### src/hdl/irdl_pkg.sv
// ----------------------------------------------------------------------------
// irdl_pkg
// Shared types, tables and constants of the IR distance linearizer.
// ----------------------------------------------------------------------------
package irdl_pkg;

  localparam int NUM_CHANNELS = 3;
  localparam int CH_W         = 2;
  localparam int SAMPLE_W     = 12;
  localparam int DIST_W       = 8;
  localparam int NUM_SEGS     = 12;
  localparam int NUM_PTS      = NUM_SEGS + 1;
  localparam int SEG_W        = $clog2(NUM_SEGS);
  localparam int DY_W         = 4;
  localparam int DX_W         = 11;
  localparam int D0_W         = 7;
  localparam int PROD_W       = SAMPLE_W + DY_W;
  localparam int QDEPTH       = 2;

  localparam logic [DIST_W-1:0] MIN_DIST_RST = 8'd10;
  localparam logic [DIST_W-1:0] PREV_RST     = 8'd10;

  // Falling converter breakpoints
  localparam logic [SAMPLE_W-1:0] ADC_PTS [NUM_PTS] = '{
    12'd4095, 12'd3775, 12'd2400, 12'd1770, 12'd1330, 12'd1064, 12'd915,
    12'd805,  12'd740,  12'd700,  12'd630,  12'd590,  12'd560
  };

  // Per segment: start distance, distance step, converter span
  localparam logic [D0_W-1:0] SEG_D0 [NUM_SEGS] = '{
    7'd0, 7'd10, 7'd15, 7'd20, 7'd25, 7'd30, 7'd35, 7'd40, 7'd45, 7'd50,
    7'd55, 7'd60
  };
  localparam logic [DY_W-1:0] SEG_DY [NUM_SEGS] = '{
    4'd10, 4'd5, 4'd5, 4'd5, 4'd5, 4'd5, 4'd5, 4'd5, 4'd5, 4'd5, 4'd5, 4'd5
  };
  localparam logic [DX_W-1:0] SEG_DX [NUM_SEGS] = '{
    11'd320, 11'd1375, 11'd630, 11'd440, 11'd266, 11'd149, 11'd110,
    11'd65,  11'd40,   11'd70,  11'd40,  11'd30
  };

  typedef struct packed {
    logic [CH_W-1:0]     channel;
    logic [SAMPLE_W-1:0] sample;
  } in_item_t;

  typedef struct packed {
    logic [CH_W-1:0]   out_channel;
    logic [DIST_W-1:0] distance;
  } out_item_t;

  // Work handed from the front end to the divide back end
  typedef struct packed {
    logic [CH_W-1:0]   ch;
    logic [SEG_W-1:0]  seg;
    logic [PROD_W-1:0] prod;
  } job_t;

  typedef struct packed {
    logic full;
    logic empty;
  } q_stat_t;

  typedef enum logic [1:0] {
    BK_IDLE,
    BK_DIV,
    BK_FIN
  } bk_state_t;

endpackage

### src/hdl/ir_distance_linearizer_core.sv
// ----------------------------------------------------------------------------
// ir_distance_linearizer_core
// IR sensor sample to smoothed distance, by piecewise linear table lookup.
// ----------------------------------------------------------------------------
// Usage:
//   Input is a queue write side: drive in_data (channel, sample) and in_push;
//   a transfer happens on a clock edge with in_push high and in_full low.
//   Items on channel 3 are taken and dropped without a result.
//   Results come out of a queue read side: while out_empty is low, out_data
//   holds the oldest result; a transfer happens with out_pop high.
//   min_distance is written over cfg_valid/cfg_data (cfg_ready is always
//   high); write it only while the block is idle.
// Timing:
//   The front end takes an item per cycle into a 2-entry job queue while it
//   is not full. The back end works on one job at a time: it fetches a job,
//   runs the bit-serial divide by the segment span (one quotient bit per
//   cycle), then finishes.
// Reset (rst_n low, synchronous): queue and output emptied, per-channel
//   segments cleared to 0, last distances and min_distance set to 10.
// A stalled receiver holds the result register; the back end then waits in
//   its finish step and, once the job queue fills, in_full goes high.
// ----------------------------------------------------------------------------
module ir_distance_linearizer_core import irdl_pkg::*; (
  input  logic              clk,
  input  logic              rst_n,
  input  logic              in_push,
  output logic              in_full,
  input  in_item_t          in_data,
  output logic              out_empty,
  input  logic              out_pop,
  output out_item_t         out_data,
  input  logic              cfg_valid,
  output logic              cfg_ready,
  input  logic [DIST_W-1:0] cfg_data
);

  logic [DIST_W-1:0] min_dist_r;

  q_stat_t q_stat;
  logic    q_push;
  logic    q_pop;
  job_t    q_wdata;
  job_t    q_rdata;

  // Config register: always ready, one transfer per cycle
  assign cfg_ready = 1'b1;

  always_ff @(posedge clk) begin
    if (!rst_n) begin
      min_dist_r <= MIN_DIST_RST;
    end else if (cfg_valid && cfg_ready) begin
      min_dist_r <= cfg_data;
    end
  end

  // Front end: segment search and numerator product
  irdl_front u_front (
    .clk     (clk),
    .rst_n   (rst_n),
    .in_push (in_push),
    .in_full (in_full),
    .in_data (in_data),
    .q_stat  (q_stat),
    .q_push  (q_push),
    .q_wdata (q_wdata)
  );

  // Decoupling queue
  irdl_queue u_queue (
    .clk   (clk),
    .rst_n (rst_n),
    .push  (q_push),
    .wdata (q_wdata),
    .pop   (q_pop),
    .rdata (q_rdata),
    .stat  (q_stat)
  );

  // Back end: divide, clamp, smooth, hold result
  irdl_back u_back (
    .clk       (clk),
    .rst_n     (rst_n),
    .min_dist  (min_dist_r),
    .q_stat    (q_stat),
    .q_rdata   (q_rdata),
    .q_pop     (q_pop),
    .out_pop   (out_pop),
    .out_empty (out_empty),
    .out_data  (out_data)
  );

  // Front end never writes a full queue
  a_no_push_full: assert property (@(posedge clk) disable iff (!rst_n)
    q_push |-> !q_stat.full)
    else $error("job pushed into full queue");

  // Back end never reads an empty queue
  a_no_pop_empty: assert property (@(posedge clk) disable iff (!rst_n)
    q_pop |-> !q_stat.empty)
    else $error("job popped from empty queue");

  // Dropped channels must not produce a job
  a_drop_bad_ch: assert property (@(posedge clk) disable iff (!rst_n)
    (in_push && !in_full && in_data.channel >= CH_W'(NUM_CHANNELS)) |-> !q_push)
    else $error("job queued for unused channel");

  // A waiting result is not overwritten while stalled
  a_out_hold: assert property (@(posedge clk) disable iff (!rst_n)
    (!out_empty && !out_pop) |=> $stable(out_data))
    else $error("stalled result changed");

endmodule

### src/hdl/irdl_front.sv
// ----------------------------------------------------------------------------
// irdl_front
// Accepts samples, finds the table segment, forms the interpolation product.
// ----------------------------------------------------------------------------
module irdl_front import irdl_pkg::*; (
  input  logic     clk,
  input  logic     rst_n,
  input  logic     in_push,
  output logic     in_full,
  input  in_item_t in_data,
  input  q_stat_t  q_stat,
  output logic     q_push,
  output job_t     q_wdata
);

  logic [SEG_W-1:0] seg_r [NUM_CHANNELS];

  logic                ch_ok;
  logic [CH_W-1:0]     ch_idx;
  logic                hit;
  logic [SEG_W-1:0]    hit_idx;
  logic [SEG_W-1:0]    seg_cur;
  logic [SAMPLE_W-1:0] num;
  logic [SAMPLE_W-1:0] a_hi;

  assign in_full = q_stat.full;
  assign ch_ok   = (in_data.channel < CH_W'(NUM_CHANNELS));
  assign ch_idx  = ch_ok ? in_data.channel : '0;
  assign q_push  = in_push && !q_stat.full && ch_ok;

  // Segments are disjoint, so at most one compare pair fires
  always_comb begin
    hit     = 1'b0;
    hit_idx = '0;
    for (int i = 0; i < NUM_SEGS; i++) begin
      if (in_data.sample <= ADC_PTS[i] && in_data.sample > ADC_PTS[i+1]) begin
        hit     = 1'b1;
        hit_idx = SEG_W'(i);
      end
    end
  end

  assign seg_cur = hit ? hit_idx : seg_r[ch_idx];
  assign a_hi    = ADC_PTS[seg_cur];
  assign num     = (a_hi >= in_data.sample) ? (a_hi - in_data.sample) : '0;

  always_comb begin
    q_wdata.ch   = ch_idx;
    q_wdata.seg  = seg_cur;
    q_wdata.prod = PROD_W'(num) * PROD_W'(SEG_DY[seg_cur]);
  end

  always_ff @(posedge clk) begin
    if (!rst_n) begin
      for (int c = 0; c < NUM_CHANNELS; c++) begin
        seg_r[c] <= '0;
      end
    end else if (q_push && hit) begin
      seg_r[ch_idx] <= hit_idx;
    end
  end

endmodule

### src/hdl/irdl_queue.sv
// ----------------------------------------------------------------------------
// irdl_queue
// Short FIFO of jobs between front end and back end.
// ----------------------------------------------------------------------------
module irdl_queue import irdl_pkg::*; (
  input  logic    clk,
  input  logic    rst_n,
  input  logic    push,
  input  job_t    wdata,
  input  logic    pop,
  output job_t    rdata,
  output q_stat_t stat
);

  localparam int QAW = (QDEPTH > 1) ? $clog2(QDEPTH) : 1;
  localparam int QCW = $clog2(QDEPTH + 1);

  job_t           mem [QDEPTH];
  logic [QAW-1:0] wp_r, rp_r;
  logic [QCW-1:0] cnt_r;
  logic           do_push, do_pop;

  assign stat.full  = (cnt_r == QCW'(QDEPTH));
  assign stat.empty = (cnt_r == '0);
  assign do_push    = push && !stat.full;
  assign do_pop     = pop && !stat.empty;
  assign rdata      = mem[rp_r];

  always_ff @(posedge clk) begin
    if (do_push) begin
      mem[wp_r] <= wdata;
    end
  end

  always_ff @(posedge clk) begin
    if (!rst_n) begin
      wp_r  <= '0;
      rp_r  <= '0;
      cnt_r <= '0;
    end else begin
      if (do_push) begin
        wp_r <= (wp_r == QAW'(QDEPTH - 1)) ? '0 : wp_r + 1'b1;
      end
      if (do_pop) begin
        rp_r <= (rp_r == QAW'(QDEPTH - 1)) ? '0 : rp_r + 1'b1;
      end
      if (do_push && !do_pop) begin
        cnt_r <= cnt_r + 1'b1;
      end else if (do_pop && !do_push) begin
        cnt_r <= cnt_r - 1'b1;
      end
    end
  end

endmodule

### src/hdl/irdl_back.sv
// ----------------------------------------------------------------------------
// irdl_back
// Serial divide by segment span, offset, clamp, smoothing, output register.
// ----------------------------------------------------------------------------
module irdl_back import irdl_pkg::*; (
  input  logic              clk,
  input  logic              rst_n,
  input  logic [DIST_W-1:0] min_dist,
  input  q_stat_t           q_stat,
  input  job_t              q_rdata,
  output logic              q_pop,
  input  logic              out_pop,
  output logic              out_empty,
  output out_item_t         out_data
);

  localparam int CNT_W = $clog2(PROD_W);

  bk_state_t         state_r, state_nxt;
  logic [CH_W-1:0]   ch_r, ch_nxt;
  logic [SEG_W-1:0]  seg_r, seg_nxt;
  logic [PROD_W-1:0] quo_r, quo_nxt;
  logic [DX_W-1:0]   rem_r, rem_nxt;
  logic [CNT_W-1:0]  cnt_r, cnt_nxt;
  logic              out_vld_r, out_vld_nxt;
  out_item_t         out_r, out_nxt;
  logic [DIST_W-1:0] prev_r [NUM_CHANNELS];
  logic              prev_we;

  logic [DX_W:0]     trial;
  logic [DX_W:0]     dx_ext;
  logic              qbit;
  logic [PROD_W:0]   v;
  logic [DIST_W-1:0] v_sat;
  logic [DIST_W-1:0] calc;
  logic [DIST_W:0]   sum;
  logic [DIST_W-1:0] avg;
  logic              out_free;

  assign out_empty = !out_vld_r;
  assign out_data  = out_r;
  assign out_free  = !out_vld_r || out_pop;

  // One restoring-divide step: remainder stays below the span
  assign dx_ext = {1'b0, SEG_DX[seg_r]};
  assign trial  = {rem_r, quo_r[PROD_W-1]};
  assign qbit   = (trial >= dx_ext);

  // Offset, saturate, clamp, average with the channel's last output
  assign v     = (PROD_W+1)'(SEG_D0[seg_r]) + (PROD_W+1)'(quo_r);
  assign v_sat = (v > (PROD_W+1)'(8'hFF)) ? 8'hFF : v[DIST_W-1:0];
  assign calc  = (v_sat < min_dist) ? min_dist : v_sat;
  assign sum   = {1'b0, prev_r[ch_r]} + {1'b0, calc};
  assign avg   = sum[DIST_W:1];

  always_comb begin
    state_nxt   = state_r;
    ch_nxt      = ch_r;
    seg_nxt     = seg_r;
    quo_nxt     = quo_r;
    rem_nxt     = rem_r;
    cnt_nxt     = cnt_r;
    out_vld_nxt = out_vld_r && !out_pop;
    out_nxt     = out_r;
    q_pop       = 1'b0;
    prev_we     = 1'b0;
    case (state_r)
      BK_IDLE: begin
        if (!q_stat.empty) begin
          q_pop     = 1'b1;
          ch_nxt    = q_rdata.ch;
          seg_nxt   = q_rdata.seg;
          quo_nxt   = q_rdata.prod;
          rem_nxt   = '0;
          cnt_nxt   = '0;
          state_nxt = BK_DIV;
        end
      end
      BK_DIV: begin
        rem_nxt = qbit ? DX_W'(trial - dx_ext) : trial[DX_W-1:0];
        quo_nxt = {quo_r[PROD_W-2:0], qbit};
        cnt_nxt = cnt_r + 1'b1;
        if (cnt_r == CNT_W'(PROD_W - 1)) begin
          state_nxt = BK_FIN;
        end
      end
      BK_FIN: begin
        if (out_free) begin
          out_vld_nxt         = 1'b1;
          out_nxt.out_channel = ch_r;
          out_nxt.distance    = avg;
          prev_we             = 1'b1;
          state_nxt           = BK_IDLE;
        end
      end
      default: begin
        state_nxt = BK_IDLE;
      end
    endcase
  end

  always_ff @(posedge clk) begin
    if (!rst_n) begin
      state_r   <= BK_IDLE;
      out_vld_r <= 1'b0;
    end else begin
      state_r   <= state_nxt;
      out_vld_r <= out_vld_nxt;
    end
  end

  always_ff @(posedge clk) begin
    ch_r  <= ch_nxt;
    seg_r <= seg_nxt;
    quo_r <= quo_nxt;
    rem_r <= rem_nxt;
    cnt_r <= cnt_nxt;
    out_r <= out_nxt;
  end

  always_ff @(posedge clk) begin
    if (!rst_n) begin
      for (int c = 0; c < NUM_CHANNELS; c++) begin
        prev_r[c] <= PREV_RST;
      end
    end else if (prev_we) begin
      prev_r[ch_r] <= avg;
    end
  end

endmodule
### config.mk
export PLATFORM = sky130hd
export DESIGN_NAME = ir_distance_linearizer_core
export DESIGN_NICKNAME = d
export VERILOG_FILES = /design/src/hdl/irdl_pkg.sv /design/src/hdl/ir_distance_linearizer_core.sv /design/src/hdl/irdl_front.sv /design/src/hdl/irdl_queue.sv /design/src/hdl/irdl_back.sv
export SDC_FILE = /design/constraint.sdc
export NUM_CORES = 1
export LEC_CHECK = 0
export ABC_AREA = 1
export BUFFER_PORTS_ARGS = -buffer_cell sky130_fd_sc_hd__buf_2
export CAP_MARGIN = 20
export CORE_ASPECT_RATIO = 0.6
export CORE_MARGIN = 4
export CORE_UTILIZATION = 29
export DETAILED_ROUTE_END_ITERATION = 7
export GPL_TIMING_DRIVEN = 0
export HOLD_SLACK_MARGIN = 0.12
export PLACE_DENSITY_LB_ADDON = 0.2
export SYNTH_ARGS = -nofsm -noshare
export SYNTH_HDL_FRONTEND = slang
export SYNTH_SLANG_ARGS = --single-unit
### constraint.sdc
create_clock -name clk -period 11.09 [get_ports clk]
set_input_delay 0.5545 -clock clk [delete_from_list [all_inputs] [get_ports clk]]
set_output_delay 0.5545 -clock clk [all_outputs]
set_load 0.02 [all_outputs]
==> flow_metrics.py, run 1 <==
metrics = {
    "global_routing": {
        "grt_use_met3": 0.0235,
        "grt_use_total": 0.137,
        "grt_overflow": 0,
        "use_met2": 0.179,
        "grt_max_degree": 19,
        "grt_busiest_layer": "met1",
        "grt_pass1_wl_um": 43200,
        "met1_usage": 0.232,
        "grt_antenna_before_repair": 0,
        "grt_pass1_vias": 7866,
    },
    "cts": {
        "cts_made_buffers": 17,
        "cts.path.max_buffers": 2,
        "ctsResizeCount": 0,
        "clkSinkCount": 157,
        "cts_htree_levels": 4,
        "post_cts_buffers": 0,
        "cts_tree": "done",
        "cts_root_buf": "clkbuf_16",
        "clk_latency_ns": 0.43,
        "holdBufCountCts": 0,
        "clkTransAtPathRegs_ns": 0.07,
    },
    "sta": {
        "worst_pin_slew_ns": 0.910,
        "finalHoldViolations": 0,
        "tns_ns": 0,
        "fin_ws_ns": 2.14,
        "final-setup-viol-count": 0,
        "clock_skew_ns": 0.00864,
        "period_needed_ns": 8.95,
        "slew_headroom": 0.390,
        "rsz0062_at_grt": "no",
        "period_share": 0.807,
        "drv_slew": 0,
        "fmax_mhz": 112,
    },
    "routing": {
        "ant_nets": 0,
        "drt_first_iter_violations": 748,
        "drt_first_pass_iters": 6,
        "drc": 0,
        "vias": 8413,
        "route.detailed.wl_per_inst_um": 15.1,
        "drt-total-wl_um": 26700,
        "avgViaCountPerCell": 4.76,
    },
    "floorplanning": {
        "fp-row-count": 53,
        "num_io_pins": 40,
        "die_y_um": 156,
        "start_util": 0.298,
        "dieArea_mm2": 0.0398,
        "core-area_mm2": 0.0355,
        "fp.dieW_um": 255,
    },
    "yosys": {
        "synth_nets": 1362,
        "syn_area_mm2": 0.0106,
        "synth_top_flop_cell": "edfxtp_1",
        "synth_edf_count": 139,
        "synth-seq-cells": 157,
        "synth-seq-area-share": 0.428,
        "async_flop_share": 0,
        "ys_types": 56,
        "synth_warnings": 0,
        "synth_area_per_cell_um2": 8.62,
        "synthCells": 1229,
    },
    "critical_path": {
        "crit_type": "input pin to flop",
        "critPathSlowestCell": "fa_1",
        "cp_max_fo": 8,
        "crit_arrival_ns": 9.17,
        "crit_required_ns": 11.31,
        "cp_num_buf_inv": 4,
        "crit_path_end_kind": "flop",
        "crit_path_start_kind": "input pin",
        "worst_path_largest_cell_delay_ns": 0.58,
        "critical-path-top-delay-family": "compound AO/OA/AOI/OAI gates",
    },
    "final_layout": {
        "syn_to_final_growth_pct": 13.5,
        "antenna_cells": 0,
        "drive_above_1_share": 0.0960,
        "final_common_cell": "nand2_1",
        "final_core_utilization": 0.338,
        "instances_no_fill": 1769,
        "nNetsFinal": 1422,
        "mostFrequentLayoutCells": "200 x nand2_1, 196 x inv_1, 148 x nor2_1",
    },
    "place": {
        "finalWeightedCongestion": 0.910,
        "post-place-ws_ns": 1.81,
        "io_buffers": 37,
        "hpwl_um": 21200,
        "dp.cells": 1737,
    },
    "power_and_ir_drop": {
        "ir_drop_uv": 132,
        "p_leak_nw": 5.25,
        "power_density_mw_per_mm2": 265,
    },
    "hold_path": {
        "min_path_type": "input pin to flop",
    },
    "job": {
        "drv_cap": 0,
    },
    "status": {
        "status": "finished clean",
    },
}
stage by stage:
stage | hold slack, ns | power, mW | instance area (um^2)
global placement | 0.432 | 2.58 | 11400
floorplan | 0.425 | 2.13 | 10600
finish | 0.341 | 3.19 | 12000
global route | 0.358 | 3.48 | 12000
CTS | 0.324 | 3.21 | 12000
detailed placement | 0.447 | 2.62 | 11500
metal layers:
| layer | vias up | routed length (um) |
|---|---|---|
| li1 | 4247 | - |
| met1 | 3932 | 14900 |
| met2 | 225 | 10000 |
| met3 | 9 | 1660 |
| met4 | 0 | 132 |
| met5 | - | 0 |
final timing paths:
path	from	end	slack [ns]	cells past startpoint
worst max-delay path	in_data[7]	u_queue.mem[0][15]	2.14	44
worst min-delay path	cfg_data[3]	min_dist_r[3]	0.34	3
worst max register to register	u_front.seg_r[2][1]	u_queue.mem[0][15]	3.02	37
worst min register to register	u_queue.rp_r	u_queue.rp_r	0.46	1
logic make-up (layout without fill, tap and decap cells):
family,count (synthesis),after routing,synth area share
compound gates,245,245,0.131
xor+xnor,34,34,0.0288
fa+ha+maj,106,106,0.142
buf+inv,224,297,0.0800
flops,157,157,0.428
mux,7,7,0.00732
other cells,1,1,0.000354
simple gates,455,455,0.182
cell type report:
type                            count  area [um^2]
Clock buffer                       19          443
Buffer                             20         82.6
Multi-Input combinational cell    848         5230
Sequential cell                   157         4530
Tap cell                          467          584
Timing Repair Buffer               41          263
Clock inverter                     13          133
Fill cell                        3707        23500
Inverter                          204          766
worst register-to-register path, delay by kind of cell, from the launching register on:
| kind | cells | cell delay [ns] |
|---|---|---|
| buffers and inverters | 3 | 0.56 |
| AOI/OAI and AO/OA | 17 | 3.50 |
| xor gates and xnor gates | 1 | 0.25 |
| adders and majority gates | 5 | 1.96 |
| and+or+nand+nor | 11 | 1.25 |
| DFF | 1 | 0.37 |
flip-flops by register name, indices dropped and copies added, names as in the netlist, named ones only:
signal	count
u_queue.mem	44
u_back.seg_r	4
u_back.prev_r	32
u_front.seg_r	16
u_back.state_r	2
u_queue.cnt_r	2
u_back.quo_r	16
u_back.rem_r	11
u_back.out_data	10
u_back.out_vld_r	1
min_dist_r	8
u_queue.wp_r	1
u_back.cnt_r	4
u_queue.rp_r	1
u_back.ch_r	2
synth_stat cells (2+ instances only):
cell	n	area share
o2111ai_1	2	0.0017
o41ai_1	2	0.0017
clkinv_1	3	0.0011
inv_1	196	0.069
nand3_2	3	0.0028
edfxtp_1	139	0.39
o21bai_1	5	0.0035
xnor2_1	7	0.0058
o21ai_0	106	0.050
inv_2	5	0.0018
a221oi_1	2	0.0017
and2_1	3	0.0018
xor2_1	26	0.021
nand3_1	35	0.017
nor3_1	18	0.0085
o211ai_1	16	0.011
o22ai_1	11	0.0065
a211oi_1	4	0.0028
nand2_1	200	0.071
o31ai_1	3	0.0021
nand2_2	13	0.0077
a21oi_2	2	0.0017
a21o_1	3	0.0021
ha_1	82	0.097
or2_2	7	0.0041
dfxtp_1	18	0.034
a21oi_1	73	0.034
fa_1	24	0.045
buf_2	3	0.0014
nor2_1	150	0.053
a31oi_1	4	0.0024
nor2_2	6	0.0035
clkbuf_1	15	0.0053
nand4_1	13	0.0077
o21a_1	4	0.0028
mux2_2	6	0.0064
report_power, final:
group          internal (mW)  switching [mW]  leakage (nW)
Combinational          0.551            1.08          3.51
Sequential             0.883           0.101          1.48
Clock                  0.320           0.258         0.269
Total                   1.75            1.44          5.25
Power figures use the tool's default switching activity.
==> run 2: changes to the inputs <==
==> constraint.sdc (replaced) <==
create_clock -name clk -period 7.7 [get_ports clk]
set_input_delay 0.385 -clock clk [delete_from_list [all_inputs] [get_ports clk]]
set_output_delay 0.385 -clock clk [all_outputs]
set_load 0.02 [all_outputs]
==> run 2 against run 1 <==
Effect of this change:
- combinational power increased by 48%
- cell area grew 2.9%
- clock power rose by 44%
- total power up 46%
- register-to-register slack got worse by 2.2 ns
- flip-flop and latch count unchanged
- clock skew grew 0.00083 ns
- die area stayed put
- count of clock-buffer cells in the layout is the same
- critical path depth is 1 lower
- via count rose by 0.11%
- cell count grew 0.79%
==> flow_metrics.py, run 2 (synthesized netlist as in run 1, its figures left out) <==
metrics = {
    "place": {
        "finalWeightedCongestion": 0.910,
        "io_buffers": 37,
        "post-place-ws_ns": -1.41,
        "hpwl_um": 21200,
    },
    "cts": {
        "clkTransAtPathRegs_ns": 0.06,
        "cts.path.max_buffers": 2,
        "cts_htree_levels": 4,
        "clkSinkCount": 157,
        "cts_made_buffers": 17,
        "cts_tree": "done",
        "clk_latency_ns": 0.43,
        "cts_root_buf": "clkbuf_16",
    },
    "power_and_ir_drop": {
        "p_comb_frac": 0.517,
        "power_density_mw_per_mm2": 376,
        "ir_drop_uv": 189,
        "p_sw_mw": 2.10,
        "p_sw_frac": 0.451,
        "pwr-share-clk": 0.178,
        "p_int_mw": 2.56,
        "pwr-share-seq": 0.304,
        "p_leak_nw": 5.36,
    },
    "routing": {
        "route.detailed.wl_per_inst_um": 15.3,
        "avgViaCountPerCell": 4.72,
        "drt_first_iter_violations": 732,
        "drt_first_pass_iters": 7,
        "ant_nets": 0,
        "drc": 0,
        "drt-total-wl_um": 27200,
        "vias": 8422,
    },
    "final_layout": {
        "final_core_utilization": 0.348,
        "antenna_cells": 0,
        "fillers": 3693,
        "final_common_cell": "nand2_1",
        "nNetsFinal": 1436,
        "top_regs": "u_queue.mem (44), u_back.prev_r (32)",
        "drive_above_1_share": 0.144,
        "largest-register": "u_queue.mem",
        "syn_to_final_growth_pct": 16.8,
        "largest_reg_flops": 44,
        "mostFrequentLayoutCells": "192 x nand2_1, 190 x inv_1, 140 x nor2_1",
    },
    "floorplanning": {
        "fp.dieW_um": 255,
        "num_io_pins": 40,
        "fp-row-count": 53,
        "die_y_um": 156,
        "dieArea_mm2": 0.0398,
        "core-area_mm2": 0.0355,
        "start_util": 0.298,
    },
    "global_routing": {
        "grt_overflow": 0,
        "grt_use_total": 0.138,
        "grt_antenna_before_repair": 0,
        "grt_pass1_vias": 7910,
        "grt_max_degree": 19,
        "grt_pass1_wl_um": 43400,
    },
    "sta": {
        "slew_headroom": 0.390,
        "final-setup-viol-count": 0,
        "period_needed_ns": 7.33,
        "fin_ws_ns": 0.368,
        "worst_pin_slew_ns": 0.910,
        "clock_skew_ns": 0.00947,
        "period_share": 0.952,
        "finalHoldViolations": 0,
        "tns_ns": 0,
        "fmax_mhz": 136,
        "drv_slew": 0,
    },
    "hold_path": {
        "min_path_type": "input pin to flop",
    },
    "status": {
        "status": "finished clean",
    },
    "critical_path": {
        "crit_arrival_ns": 7.50,
        "critPathSlowestCell": "fa_1",
        "cp_max_fo": 6,
        "crit_path_start_kind": "input pin",
        "crit_path_end_kind": "flop",
        "crit_type": "input pin to flop",
        "crit_required_ns": 7.86,
        "worst_path_largest_cell_delay_ns": 0.55,
    },
    "job": {
        "drv_cap": 0,
    },
}
==> run 2: worst paths after layout <==
check,end,cells past startpoint,slack [ns],from
worst min register to register,u_queue.rp_r,1,0.46,u_queue.rp_r
worst min-delay path,min_dist_r[3],3,0.17,cfg_data[3]
worst max register to register,u_queue.mem[0][15],35,0.84,u_front.seg_r[2][1]
worst max-delay path,u_queue.mem[0][15],43,0.37,in_data[0]
==> run 2: area by class of cell <==
type | instances | area (um^2) | area share
multi-input combinational | 848 | 5450 | 0.441
sequential | 157 | 4530 | 0.366
inverter | 204 | 772 | 0.0624
tap | 467 | 584 | 0.0472
clock buffer | 19 | 443 | 0.0358
timing repair buffer | 56 | 379 | 0.0306
clock inverter | 13 | 133 | 0.0107
buffer | 19 | 78.8 | 0.00637
==> run 2: critical path, delay by kind of cell <==
kind | cells | cell delay [ns]
AOI/OAI and AO/OA | 19 | 2.91
and+or+nand+nor | 13 | 1.83
adders and majority gates | 5 | 1.81
buffers and inverters | 5 | 0.49
xor gates and xnor gates | 1 | 0.10
==> run 2: what timing repair did <==
item | in CTS | in global routing
hold buffers | 0 | 0
setup endpoints to repair | 14 | 14
pin swaps | 1 | 21
setup buffers | 5 | 10
gates cloned | 0 | 0
gates resized for setup | 20 | 46
==> run 2: power by group through the flow <==
stage	Clock, mW	Sequential (mW)	Combinational (mW)
3_5_place_dp	0	1.43	2.34
6_report	0.831	1.42	2.41
2_1_floorplan	0	1.39	1.67
4_1_cts	0.848	1.42	2.37
3_3_place_gp	0	1.44	2.28
5_1_grt	0.879	1.44	2.75
==> run 2: per-stage QoR <==
step | total power, mW | cells | hold WS (ns) | area (um^2)
2_1_floorplan | 3.07 | 1229 | 0.425 | 10600
3_3_place_gp | 3.72 | 1733 | 0.432 | 11400
3_5_place_dp | 3.77 | 1737 | 0.447 | 11500
4_1_cts | 4.64 | 1774 | 0.155 | 12100
5_1_grt | 5.07 | 1783 | 0.189 | 12400
6_report | 4.66 | 1783 | 0.171 | 12400
==> run 2: per-layer routing <==
metal  vias up  global-route usage  routed length [um]
li1       4272                   -                   -
met5         -                   0                   0
met4         0              0.0234                 133
met1      3942               0.233               15200
met3         6              0.0228                1450
met2       202               0.181               10400
==> run 3: changes to the inputs <==
--- a/config.mk
+++ b/config.mk
@@ -6,7 +6,8 @@
 export NUM_CORES = 1
 export LEC_CHECK = 0
 export ABC_AREA = 1
-export BUFFER_PORTS_ARGS = -buffer_cell sky130_fd_sc_hd__buf_2
+export ABC_CLOCK_PERIOD_IN_PS = 7700
+export BUFFER_PORTS_ARGS = -buffer_cell sky130_fd_sc_hd__buf_4
 export CAP_MARGIN = 20
 export CORE_ASPECT_RATIO = 0.6
 export CORE_MARGIN = 4
==> run 3 against run 2 <==
Effect of this change:
- non-clock buffer count grew 2
- sequential power is essentially flat
- cell area grew 0.76%
- combinational power is essentially flat
- largest power group unchanged
- highest routed layer unchanged
==> flow_metrics.py, run 3 (synthesized netlist as in run 1, its figures left out) <==
metrics = {
    "status": {
        "status": "finished clean",
    },
    "critical_path": {
        "crit_top_cell": "a21oi_2",
        "crit_path_end_kind": "flop",
        "r2r_setup_slack_ns": 0.92,
        "crit_type": "input pin to flop",
        "crit_path_start_kind": "input pin",
        "critPathSlowestCell": "fa_1",
        "crit_required_ns": 7.87,
        "worst_path_largest_cell_delay_ns": 0.51,
        "r2r_start": "u_front.seg_r[2][1]",
        "cp_max_fo": 8,
        "r2r_cells": 35,
        "crit_arrival_ns": 7.51,
        "reg2reg_to": "u_queue.mem[1][15]",
    },
    "cts": {
        "clkTransAtPathRegs_ns": 0.07,
        "clk_latency_ns": 0.43,
        "holdBufCountCts": 0,
        "cts_tree": "done",
        "cts_htree_levels": 4,
        "clkSinkCount": 157,
        "cts.path.max_buffers": 2,
        "cts_made_buffers": 17,
        "cts_root_buf": "clkbuf_16",
    },
    "final_layout": {
        "instances_no_fill": 1786,
        "antenna_cells": 0,
        "drive_above_1_share": 0.143,
        "top_regs": "u_queue.mem (44), u_back.prev_r (32)",
        "final_area_mm2": 0.0125,
        "nNetsFinal": 1439,
        "fillers": 3697,
        "syn_to_final_growth_pct": 17.7,
        "final_core_utilization": 0.351,
        "seq_area_mm2": 0.00453,
        "mostFrequentLayoutCells": "196 x nand2_1, 191 x inv_1, 141 x nor2_1",
        "largest-register": "u_queue.mem",
        "largest_reg_flops": 44,
        "multiInputGateArea_mm2": 0.00544,
        "final_common_cell": "nand2_1",
    },
    "place": {
        "hpwl_um": 21200,
        "finalWeightedCongestion": 0.896,
        "dpl-instance-area_mm2": 0.0115,
        "dp.cells": 1737,
        "io_buffers": 37,
        "post-place-ws_ns": -1.42,
    },
    "sta": {
        "worst_pin_slew_ns": 0.860,
        "fin_ws_ns": 0.363,
        "period_share": 0.953,
        "clock_skew_ns": 0.0120,
        "final-setup-viol-count": 0,
        "period_needed_ns": 7.34,
        "slew_headroom": 0.424,
        "finalHoldViolations": 0,
        "drv_slew": 0,
        "fmax_mhz": 136,
    },
    "power_and_ir_drop": {
        "pwr-share-clk": 0.177,
        "p_int_mw": 2.57,
        "pwr-share-seq": 0.304,
        "finalPower_mw": 4.65,
        "p_leak_nw": 5.40,
        "p_comb_frac": 0.518,
        "ir_drop_uv": 213,
        "p_sw_mw": 2.09,
        "power_density_mw_per_mm2": 373,
        "p_sw_frac": 0.448,
    },
    "routing": {
        "route.detailed.wl_per_inst_um": 15.2,
        "drt_first_iter_violations": 682,
        "drc": 0,
        "ant_nets": 0,
        "drt-total-wl_um": 27200,
        "avgViaCountPerCell": 4.73,
        "vias": 8441,
        "drt_first_pass_iters": 5,
    },
    "hold_path": {
        "min_from": "cfg_data[3]",
        "min_path_type": "input pin to flop",
        "hold_end": "min_dist_r[3]",
        "whs_path_depth": 3,
    },
    "global_routing": {
        "grt_use_total": 0.137,
        "grt_pass1_vias": 7886,
        "grt_antenna_before_repair": 0,
        "grt_max_degree": 20,
        "grt_pass1_wl_um": 43200,
        "grt_overflow": 0,
    },
    "floorplanning": {
        "die_y_um": 156,
        "dieArea_mm2": 0.0398,
        "num_io_pins": 40,
        "fp-row-count": 53,
        "start_util": 0.298,
        "core-area_mm2": 0.0355,
        "fp.dieW_um": 255,
    },
    "job": {
        "drv_cap": 0,
    },
}
==> run 3: cell types whose count changed in the layout (fill, tap and decap cells not counted), moves of 4 or more <==
cell,delta
buf_2,-37
nand2_2,-4
nand2_1,+4
buf_4,+40
==> run 3: worst max-delay path, delay by kind of cell <==
family / cells / cell delay, ns
AOI/OAI and AO/OA: 19 / 2.87
xor gates and xnor gates: 1 / 0.10
and+or+nand+nor: 11 / 1.66
buffers and inverters: 6 / 0.57
adders and majority gates: 5 / 1.90
==> run 3: repair_timing <==
| action | in CTS | in global routing |
|---|---|---|
| endpoints found under the hold margin | 0 | 0 |
| setup endpoints to repair | 14 | 14 |
| gates cloned | 0 | 1 |
| setup buffers | 2 | 15 |
| pin swaps | 1 | 17 |
| gates resized for setup | 19 | 40 |
==> run 3: per-layer routing <==
layer	vias to the layer above	GRT usage	part of all wire
li1	4281	-	-
met1	3920	0.226	0.56
met2	219	0.182	0.38
met3	21	0.0238	0.050
met4	0	0.0280	0.0091
met5	-	0	0
==> run 3: worst max path at each step <==
stage                           from                  to  cells past startpoint
after floorplan           in_data[4]  u_queue.mem[0][15]                     40
after global placement    in_data[7]  u_queue.mem[0][14]                     44
after detailed placement  in_data[7]  u_queue.mem[0][15]                     44
after CTS                 in_data[0]  u_queue.mem[0][15]                     44
after global routing      in_data[0]  u_queue.mem[0][15]                     42
final                     in_data[0]  u_queue.mem[1][15]                     42
==> run 3: layout make-up <==
type                            instances  share of cell area
Clock inverter                         14              0.0107
Buffer                                 19             0.00632
Clock buffer                           18              0.0352
Multi-Input combinational cell        848               0.436
Tap cell                              467              0.0468
Timing Repair inverter                  1            0.000401
Sequential cell                       157               0.364
Inverter                              204              0.0617
Timing Repair Buffer                   58              0.0387
==> run 3: power groups by stage <==
| stage | clock network [mW] | logic [mW] | registers [mW] |
|---|---|---|---|
| 2_1_floorplan | 0 | 1.67 | 1.39 |
| 3_3_place_gp | 0 | 2.29 | 1.44 |
| 3_5_place_dp | 0 | 2.34 | 1.43 |
| 4_1_cts | 0.843 | 2.37 | 1.42 |
| 5_1_grt | 0.881 | 2.73 | 1.44 |
| 6_report | 0.825 | 2.41 | 1.42 |
==> run 3: stage by stage <==
stage	hold slack (ns)	TNS, ns
2_1_floorplan	0.425	0
3_3_place_gp	0.435	-15.31
3_5_place_dp	0.448	-15.84
4_1_cts	0.166	0
5_1_grt	0.190	-0.378
6_report	0.182	0
